File: config.mk
export PLATFORM = sky130hd
export DESIGN_NAME = fcttl_ctrl
export DESIGN_NICKNAME = d
export VERILOG_FILES = /design/src/design/fcttl_pkg.sv /design/src/design/fcttl_ctrl.sv
export SDC_FILE = /design/constraint.sdc
export NUM_CORES = 1
export LEC_CHECK = 0
export BUFFER_PORTS_ARGS = -buffer_cell sky130_fd_sc_hd__buf_4
export CORE_UTILIZATION = 48
export CTS_CLUSTER_DIAMETER = 100
export DETAILED_ROUTE_END_ITERATION = 10
export PLACE_DENSITY = 0.79
export SLEW_MARGIN = 20
export SYNTH_ARGS = -nofsm -noshare
export SYNTH_HDL_FRONTEND = slang
export SYNTH_SLANG_ARGS = --single-unit
File: constraint.sdc
create_clock -name clk -period 2.2 [get_ports clk]
set_input_delay 0.11 -clock clk [delete_from_list [all_inputs] [get_ports clk]]
set_output_delay 0.11 -clock clk [all_outputs]
set_load 0.01 [all_outputs]
File: src/design/fcttl_pkg.sv
`timescale 1ns / 1ps
`default_nettype none
package fcttl_pkg;

  // Table geometry.
  localparam int ENTRIES = 1024;
  localparam int IDX_W   = $clog2(ENTRIES);
  localparam int CNT_W   = $clog2(ENTRIES + 1);
  localparam int KEY_W   = 64;

  // Request codes.
  localparam logic [2:0] REQ_CHECK  = 3'd0;
  localparam logic [2:0] REQ_GET    = 3'd1;
  localparam logic [2:0] REQ_PUT    = 3'd2;
  localparam logic [2:0] REQ_DELETE = 3'd3;
  localparam logic [2:0] REQ_PURGE  = 3'd4;

  // Result status codes.
  localparam logic [1:0] ST_OK      = 2'd0;
  localparam logic [1:0] ST_MISS    = 2'd1;
  localparam logic [1:0] ST_EXPIRED = 2'd2;
  localparam logic [1:0] ST_DUP     = 2'd3;

  // Configuration register indexes.
  localparam logic [1:0] REG_CAP = 2'd0;
  localparam logic [1:0] REG_TTL = 2'd1;

  typedef struct packed {
    logic [2:0]  req_type;
    logic [63:0] key;
    logic [31:0] item_size;
    logic [31:0] timestamp;
  } in_t;

  typedef struct packed {
    logic [1:0]  status;
    logic [31:0] found_size;
    logic [10:0] evicted_count;
    logic [47:0] used_bytes;
    logic [10:0] entry_total;
  } out_t;

  typedef struct packed {
    logic       valid;
    logic [KEY_W-1:0] key;
    logic [31:0] bytes;
    logic [31:0] stamp;
  } entry_t;

  // Controller to datapath.
  typedef struct packed {
    logic       clr;
    logic       latch;
    logic       scan_init;
    logic       scan_newest;
    logic       scan_step;
    logic       grab;
    logic       set_status;
    logic [1:0] status_val;
    logic       set_found;
    logic       wr_get;
    logic       wr_put;
    logic       drop;
    logic       evict_inc;
    logic       calc;
    logic       load_out;
  } cmd_t;

  // Datapath to controller.
  typedef struct packed {
    logic [2:0] req_type;
    logic       pv;
    logic       match;
    logic       valid_bit;
    logic       cnt_end;
    logic       clr_last;
    logic       expired;
    logic       over_cap;
    logic       over_purge;
    logic       count_zero;
  } sts_t;

endpackage
`default_nettype wire

File: src/design/fcttl_ctrl.sv
`timescale 1ns / 1ps
`default_nettype none
module fcttl_ctrl (
  input  wire             clk,
  input  wire             rst_n,
  input  wire             in_valid,
  output logic            in_stall,
  output logic            out_valid,
  input  wire             out_stall,
  input  fcttl_pkg::sts_t sts,
  output fcttl_pkg::cmd_t cmd
);
  import fcttl_pkg::*;

  typedef enum logic [4:0] {
    S_CLR, S_IDLE, S_ISSUE, S_LK, S_CK, S_GET, S_DEL,
    S_PN_INIT, S_PN_RD, S_PN_CHK, S_PN_DROP, S_PN_WR,
    S_EV_PRE, S_EV_CHK, S_EV_SCAN, S_EV_DROP, S_DONE
  } state_t;

  state_t state_r, state_nxt;
  logic   out_valid_r, out_valid_nxt;
  logic   out_free, ev_cond;

  assign out_free = !out_valid_r || !out_stall;
  assign ev_cond  = ((sts.req_type == REQ_PUT) ? sts.over_cap : sts.over_purge) &&
                    !sts.count_zero;
  assign in_stall  = (state_r != S_IDLE);
  assign out_valid = out_valid_r;

  // Next state and datapath commands.
  always_comb begin
    cmd           = '0;
    state_nxt     = state_r;
    out_valid_nxt = out_valid_r && out_stall;
    case (state_r)
      S_CLR: begin
        cmd.clr = 1'b1;
        if (sts.clr_last) state_nxt = S_IDLE;
      end
      S_IDLE: begin
        if (in_valid) begin
          cmd.latch = 1'b1;
          state_nxt = S_ISSUE;
        end
      end
      S_ISSUE: begin
        cmd.scan_init = 1'b1;
        if (sts.req_type == REQ_PURGE) begin
          state_nxt = S_EV_PRE;
        end else if (sts.req_type == REQ_CHECK || sts.req_type == REQ_GET ||
                     sts.req_type == REQ_PUT || sts.req_type == REQ_DELETE) begin
          state_nxt = S_LK;
        end else begin
          state_nxt = S_DONE;
        end
      end
      // Key lookup: one read a cycle, compare on the registered data.
      S_LK: begin
        if (sts.pv && sts.match) begin
          cmd.grab = 1'b1;
          case (sts.req_type)
            REQ_CHECK:  state_nxt = S_CK;
            REQ_GET:    state_nxt = S_GET;
            REQ_DELETE: state_nxt = S_DEL;
            default: begin
              cmd.set_status = 1'b1;
              cmd.status_val = ST_DUP;
              state_nxt      = S_DONE;
            end
          endcase
        end else if (sts.cnt_end) begin
          if (sts.req_type == REQ_PUT) begin
            state_nxt = S_PN_INIT;
          end else begin
            cmd.set_status = 1'b1;
            cmd.status_val = ST_MISS;
            state_nxt      = S_DONE;
          end
        end else begin
          cmd.scan_step = 1'b1;
        end
      end
      S_CK: begin
        if (sts.expired) begin
          cmd.drop       = 1'b1;
          cmd.set_status = 1'b1;
          cmd.status_val = ST_EXPIRED;
        end
        state_nxt = S_DONE;
      end
      S_GET: begin
        cmd.wr_get    = 1'b1;
        cmd.set_found = 1'b1;
        state_nxt     = S_DONE;
      end
      S_DEL: begin
        cmd.drop      = 1'b1;
        cmd.set_found = 1'b1;
        state_nxt     = S_DONE;
      end
      // Insert: free the next ring slot if it is still occupied.
      S_PN_INIT: begin
        cmd.scan_init   = 1'b1;
        cmd.scan_newest = 1'b1;
        state_nxt       = S_PN_RD;
      end
      S_PN_RD: begin
        cmd.scan_step = 1'b1;
        state_nxt     = S_PN_CHK;
      end
      S_PN_CHK: begin
        if (sts.valid_bit) begin
          cmd.grab  = 1'b1;
          state_nxt = S_PN_DROP;
        end else begin
          state_nxt = S_PN_WR;
        end
      end
      S_PN_DROP: begin
        cmd.drop      = 1'b1;
        cmd.evict_inc = 1'b1;
        state_nxt     = S_PN_WR;
      end
      S_PN_WR: begin
        cmd.wr_put = 1'b1;
        state_nxt  = S_EV_PRE;
      end
      // Eviction loop: oldest entry is the first valid slot after the newest.
      S_EV_PRE: begin
        cmd.calc  = 1'b1;
        state_nxt = S_EV_CHK;
      end
      S_EV_CHK: begin
        if (ev_cond) begin
          cmd.scan_init   = 1'b1;
          cmd.scan_newest = 1'b1;
          state_nxt       = S_EV_SCAN;
        end else begin
          state_nxt = S_DONE;
        end
      end
      S_EV_SCAN: begin
        if (sts.pv && sts.valid_bit) begin
          cmd.grab  = 1'b1;
          state_nxt = S_EV_DROP;
        end else if (sts.cnt_end) begin
          state_nxt = S_DONE;
        end else begin
          cmd.scan_step = 1'b1;
        end
      end
      S_EV_DROP: begin
        cmd.drop      = 1'b1;
        cmd.evict_inc = 1'b1;
        state_nxt     = S_EV_PRE;
      end
      S_DONE: begin
        if (out_free) begin
          cmd.load_out  = 1'b1;
          out_valid_nxt = 1'b1;
          state_nxt     = S_IDLE;
        end
      end
      default: state_nxt = S_IDLE;
    endcase
  end

  always_ff @(posedge clk) begin
    if (!rst_n) begin
      state_r     <= S_CLR;
      out_valid_r <= 1'b0;
    end else begin
      state_r     <= state_nxt;
      out_valid_r <= out_valid_nxt;
    end
  end

endmodule
`default_nettype wire

# Word-level counts from Yosys, hierarchy flattened
# Cells that the tools add are included.
# classes
muxes,46
eq_ne,26
n_reduce_logical,21
# op_table
operator,n
5-bit case mux with 14 select lines,1
5-bit two-way mux,11
"5-bit by 4-bit equality test with 1-bit output, second input constant",8
1-bit two-way mux,21
"5-bit by 3-bit equality test with 1-bit output, second input constant",4
3-bit two-way mux,5
5-bit case mux with 3 select lines,1
"5-bit by 2-bit equality test with 1-bit output, second input constant",2
3-bit OR reduction,3
2-bit OR reduction,4
"3-bit by 2-bit equality test with 1-bit output, second input constant",2
"2-bit != test, second input constant",3
"3-bit != test, second input constant",2
1-bit case mux with 2 select lines,3
1-bit case mux with 3 select lines,2
3-bit case mux with 2 select lines,1
"5-bit by 1-bit equality test with 1-bit output, second input constant",1
"5-bit equality test, second input constant",1
5-bit zero test,1
"5-bit by 1-bit != test with 1-bit output, second input constant",1
5-bit AND reduction,1
1-bit logical AND,4
1-bit logical OR,4
"3-bit by 1-bit equality test with 1-bit output, second input constant",1
other kinds (4),6
# word_totals
input_bits,16
register_bits,6

# Longest topological paths before layout
# Gate-level depths: netlist (run 1).
# logic_depth
word_depth,7
depth_mapped,7

# Worst setup path after synthesis (run 1)
# OpenSTA, ideal clock, no wires.
# synth_timing
path_kind,register to register
startpoint,reg state_r[2]
endpoint,reg state_r[4]
setup_slack_ns,0.491
synth_period_minus_slack_ns,1.709
stages_incl_launch_ff,7
path_buffers,1
arrival_time_ns,1.592
required_ns,2.083
cell_sequence,dfxtp_1 -> buf_6 -> or3b_4 -> or3_4 -> a31oi_4 -> nor2_1 -> a22o_1
# synth_via
elab_chain_cells,3
elab_cells_between_ends,26
classes_between,21 x eq/ne; 1 x mux; 4 x reduce/logical
# synth_lines
item,line,text
"start, declared",fcttl_ctrl.sv:21,"state_t state_r, state_nxt;"
"start signal, assigned",fcttl_ctrl.sv:174,state_r <= state_nxt;
5-bit by 3-bit equality test with 1-bit output (tied with other cells),fcttl_ctrl.sv:36,case (state_r)
3-bit OR reduction (no source line) (tied with other cells),n/a,
5-bit case mux with 14 select lines / 5-bit AND reduction (equally long branches),n/a,
# Parallel ways exist; a longest one is shown, timed or not.
# A chain may end at the register's enable or synchronous reset.

==> impl_results.md, run 1 <==
- Leakage: between 0.5 and 0.6 nW
- Root buffer cell: clkbuf_4
- Via count: between 1000 and 1500
- Max-cap violation count: 0
- Die H: approximately 45 microns
- CTS H-tree lvls: 1
- RSZ-0062 raised after global routing: false
- Primary FF master, synth: dfxtp_1
- Vias in the first global route: 1003
- Seq/Total Area, Yosys: between 10% and 20%
- Sw power: 0.115 mW
- Ports: 34
- Tmin final: between 2 and 2.5 ns
- Ratio of total power to cell area: approximately 290 nW/um^2
- Fin crit share: between 90% and 100%
- Post-route DRC: 2
- Fin area: about 1200 sq um
- Synth area leader: dfxtp_1
- Post-synth top area share: approximately 14%
- Switching Share: 32.8%
- Top cells by count, synth: 13 x nor3_1, 12 x nand2_1, 11 x nor2_1
- Most frequent cell after synthesis: nor3_1
- Worst-Skew Late Latency: around 0.25 ns
- Int Power: about 0.24 mW
- Total negative slack: 0 ns
- Met1 usage: around 37%
- Layout Utilization: just under 70%
- First-pass GRT wire length: 4310 microns
- Post-Synthesis Cells: roughly 130
- Mapped Area: around 880 sq um
- Crit Path Class: reg -> out
- Layout cells sized above 1: between 30% and 40%
- Top cells by area, synth: dfxtp_1 14%, nor3_1 7.4%, nand2_1 5.1%
- Core Box Area: 1730 sq um
- Synthesized net count: roughly 150
- Initial antenna violation count: 0
- Sequential Power Share: about a third
- FP Rows: 15
- GP Congestion: 0.900
- Clock share of power: between 30% and 40%
- Initial drt markers: 71
- # setup viols final: 0
- Post-synth EDFFs: 0
- Detailed Place HPWL: between 2000 and 2500 microns
- Slew Viols, Final: 0
- Req. time, crit path: approximately 2.1 ns
- Die width: 44.9 microns
- Layer with the highest usage: met2
- Worst VDD drop: a little under 0.2 mV
- Nets: roughly 180
- Least-Margin Pin Slew: approximately 0.55 ns
- Distinct cells, synth: 45
- Comb power frac: between 30% and 40%
- Dpl cell area: between 1000 and 1500 sq um
- Diode count: 0
- Clock-pin slew on the worst setup and hold paths: 0.05 ns
- Routed wire length per instance: 14.6 microns
- HP Class: in -> reg
- Met3 usage: roughly 6.4%
- Antenna-violating nets left: 0
- Worst path arrival time: roughly 2.0 ns
- Pin count of the biggest net entering global routing: 22
- Synth Warn #: 0
- 1st-pass router iterations: 7
- Crit-path max FO: 11
- Drt via density: slightly above 6
- Hold bufs inserted after CTS: 0
- Failing checks: DRC
- Final Skew: 0.000858 ns
- Final hold slack: around 0.14 ns
- Die area: ~2000 sq um
- Syn Area/Cell: 6.65 sq um
- Initial core utilization: between 50 and 60%
- Seq cells post-synth: 6
- Total power: about 0.35 mW
- M2 GR Usage: 49.3%
- Gr ovfl total: 0
- Asr flop ratio synth: 0%
- Slew HR: between 60 and 70%
- TritonCTS Buffers: 3
- Clock Sinks: 6
- Routed wire length: approximately 2800 microns
- I/O Buffers: 33
- TritonCTS clock tree: built
- Total GRT Usage: 29.2%
- Worst setup SP type: register
- Outcome: finished with violations
- Max Fclk: 480 MHz
- Clk buf depth: 2
- Worst setup EP type: output port
- Syn-to-layout area delta: 35.2%
- Final hold viol count: 0
worst max-delay path, stage by stage, from the launching register on:
cell and delay (ns):
dfxtp_1 0.40, nand2b_2 0.28, or4_1 0.54, a31oi_4 0.22, o21bai_1 0.14, buf_4 0.15
sequential cells by signal, summed over array words and instances (netlist names):
register and count:
state_r 5, out_valid 1
metal layers:
layer | part of all wire [%] | vias to the layer above
li1 | - | 557
met1 | 40 | 538
met2 | 51 | 65
met3 | 8.6 | 5
met4 | 1.0 | 0
met5 | 0 | -
cell type report:
type,count,area [sq um]
clock buffers,3,22.5
fillers,159,531
inverters,4,15.0
multi-input cells,113,706
flip-flops and latches,6,121
well taps,25,31.3
repair buffers,40,300
cell families (layout without fill, tap and decap cells):
| logic type | Yosys count | count (layout) | share of synthesized area [%] |
|---|---|---|---|
| XOR/XNOR | 4 | 4 | 3.96 |
| flip-flops | 6 | 6 | 13.6 |
| AND/OR/NAND/NOR | 74 | 74 | 46.7 |
| multiplexers | 1 | 1 | 1.13 |
| buffers and inverters | 14 | 47 | 6.93 |
| AO/OA/AOI/OAI | 34 | 34 | 27.7 |
per-stage QoR:
stage / instances / setup WS (ns)
5_1_grt: 191 / 0.0401
6_report: 191 / 0.119
4_1_cts: 190 / 0.0280
3_5_place_dp: 187 / 0.290
3_3_place_gp: 187 / 0.382
2_1_floorplan: 133 / 0.491
final timing paths:
| path | startpoint | endpoint | slack, ns | depth (start not counted) |
|---|---|---|---|---|
| max | state_r[0] | cmd[11] | 0.12 | 5 |
| min | rst_n | state_r[0] | 0.14 | 2 |
| max reg2reg | state_r[0] | state_r[4] | 0.26 | 6 |
| min reg2reg | out_valid | out_valid | 0.54 | 2 |
power groups by stage:
stage | Sequential (mW) | Combinational [mW] | Clock [mW]
floorplan | 0.115 | 0.0713 | 0
global placement | 0.120 | 0.121 | 0
detailed placement | 0.121 | 0.124 | 0
CTS | 0.119 | 0.124 | 0.105
global route | 0.119 | 0.138 | 0.118
finish | 0.119 | 0.126 | 0.105
layout by cell type, fill, tap and decap left out, types with 4 or more instances in the layout:
cell / n
inv_1: 4
o31ai_1: 4
nand3_1: 5
nand2b_1: 4
dfxtp_1: 5
a21oi_1: 7
buf_4: 40
nand2_1: 12
o21ai_0: 6
nor3_1: 13
nor2b_1: 4
nor3b_1: 4
nor2_1: 11
timing repair:
| item | 4_1_cts | 5_1_grt |
|---|---|---|
| gates resized for setup | 0 | 2 |
| hold endpoints to repair | 0 | 0 |
| buffers inserted | 0 | 1 |
| setup endpoints to repair | 0 | 1 |
Power figures use the tool's default switching activity.
==> run 2: changes to the inputs <==
--- a/config.mk
+++ b/config.mk
@@ -9,6 +9,7 @@
 export CORE_UTILIZATION = 48
 export CTS_CLUSTER_DIAMETER = 100
 export DETAILED_ROUTE_END_ITERATION = 10
+export MAX_ROUTING_LAYER = met4
 export PLACE_DENSITY = 0.79
 export SLEW_MARGIN = 20
 export SYNTH_ARGS = -nofsm -noshare
==> run 2 against run 1 <==
Net effect: the flow still finishes with violations (DRC); sequential power barely moved; register-to-register slack got worse by 0.03 ns; via count is 1.5% lower; utilization grew 0.072 points; global-route usage up 0.51 points; worst hold slack worse by 0.013 ns; setup slack improved by 0.049 ns; critical path depth did not move; final cell count did not move; non-clock buffer count is the same; critical path type unchanged.
==> impl_results.md, run 2 (same netlist as run 1, synthesis figures left out) <==
- Clock-pin slew on the worst setup and hold paths: 0.05 ns
- Max Fclk: about 500 MHz
- Ports: 34
- Worst setup margin: 0.168 ns
- Hold bufs inserted after CTS: 0
- Die width: roughly 45 microns
- Die H: about 45 microns
- Diode count: 0
- Delay-heaviest family, CP: simple AND/OR/NAND/NOR gates
- GP Congestion: between 0.9 and 1
- Routed wire length: 2750 microns
- Routed wire length per instance: around 14 microns
- Root buffer cell: clkbuf_4
- Commonest non-fill, non-tap cell in the layout: buf_4
- Clock Sinks: 6
- Vias in the first global route: 934
- Largest Register: state_r
- Buf+Inv Stages, Crit Path: 1
- Outcome: finished with violations
- Slowest cell on crit path: or4_1
- Worst setup EP type: output port
- First-pass GRT wire length: about 4200 microns
- Layout Utilization: about 69%
- HP Class: in -> reg
- Drt via density: roughly 6
- 1st-pass router iterations: 7
- Max-cap violation count: 0
- Total power: 0.354 mW
- Layout cells sized above 1: between 30% and 40%
- Crit path cell chain: nand2b_2 > or4_1 > a31oi_4 > o21bai_1 > buf_4
- Met1 usage: a little over 40%
- FP Rows: 15
- Core Box Area: approximately 1700 sq um
- TritonCTS clock tree: built
- Nets: 184
- Most frequent cells in the layout: 40 x buf_4, 13 x nor3_1, 12 x nand2_1
- Worst setup SP type: register
- Failing checks: DRC
- Leakage: 0.511 nW
- Final hold slack: ~0.13 ns
- Die area: approximately 2000 sq um
- Tmin final: slightly above 2 ns
- Layer with the highest usage: met2
- Crit Path Class: reg -> out
- Fin crit share: 92.4%
- Fillers: between 150 and 200
- Gr ovfl total: 0
- Req. time, crit path: 2.09 ns
- Final Skew: 0.00709 ns
- Met3 usage: 7.60%
- # setup viols final: 0
- Initial drt markers: 71
- Largest register FFs: 5
- Worst VDD drop: 0.234 mV
- Slew HR: between 60% and 70%
- Pin count of the biggest net entering global routing: 22
- Crit-path max FO: 7
- TritonCTS Buffers: 3
- Multi-input gate area: between 700 and 800 sq um
- Total negative slack: 0 ns
- Detailed Place HPWL: 2130 microns
- Slowest stage delay, CP: between 0.5 and 0.6 ns
- Least-Margin Pin Slew: around 0.57 ns
- Initial antenna violation count: 0
- Worst-Skew Late Latency: between 0.2 and 0.3 ns
- Post-route DRC: 2
- M2 GR Usage: a little over two fifths
- Worst path arrival time: about 1.9 ns
- Initial core utilization: between 50% and 60%
- Slew Viols, Final: 0
- Ratio of total power to cell area: roughly 300 nW/um^2
- Seq. cell area: between 100 and 150 sq um
- CTS H-tree lvls: 1
- Via count: about 1100
- I/O Buffers: 33
- Total GRT Usage: 29.7%
- Syn-to-layout area delta: 35.4%
- Setup WS pre-CTS: roughly 0.25 ns
- Final hold viol count: 0
- Clk buf depth: 2
- Antenna-violating nets left: 0
- RSZ-0062 raised after global routing: false
## run 2: cell counts in the layout (fill, tap and decap cells not counted)
No cell type changed its count.
## run 2: repair_timing
item	in CTS	in global routing
setup buffers	0	1
setup endpoints to repair	1	1
cloned	0	0
resized for setup	1	2
pin swaps	0	1
## run 2: report_power, final
part           switching [mW]  leakage (nW)  internal (mW)
logic                  0.0658         0.447         0.0617
registers             0.00604        0.0497          0.112
clock network          0.0464        0.0138         0.0621
total                   0.118         0.511          0.236
## run 2: path summary, 6_finish.rpt
kind                                  from         end  slack, ns  cells after the start
worst min-delay path                 rst_n  state_r[1]       0.13                      3
worst max-delay path            state_r[0]     cmd[11]       0.17                      5
worst max register to register  state_r[0]  state_r[0]       0.23                      7
worst min register to register   out_valid   out_valid       0.55                      2
## run 2: cell type report
cell class | count | share of cell area (%)
Multi-Input combinational cell | 113 | 58.9
Timing Repair Buffer | 40 | 25.1
Sequential cell | 6 | 10.2
Tap cell | 25 | 2.61
Clock buffer | 3 | 1.88
Inverter | 4 | 1.25
## run 2: tightest hold or removal path, delay by kind of cell
family,cells,cell delay (ns)
AO/OA/AOI/OAI,1,0.07
buffers and inverters,1,0.12
AND/OR/NAND/NOR,1,0.05
## run 2: metrics by stage
stage	std cells	instance area, sq um
after floorplan	133	885
after global placement	187	1160
after detailed placement	187	1160
after CTS	190	1190
after global routing	191	1200
final	191	1200
## run 2: metal layers
| metal | share of wire (%) | routed length, microns |
|---|---|---|
| met5 | 0 | 0 |
| met4 | 1.1 | 29 |
| met1 | 44 | 1200 |
| met2 | 47 | 1290 |
| met3 | 8.4 | 231 |
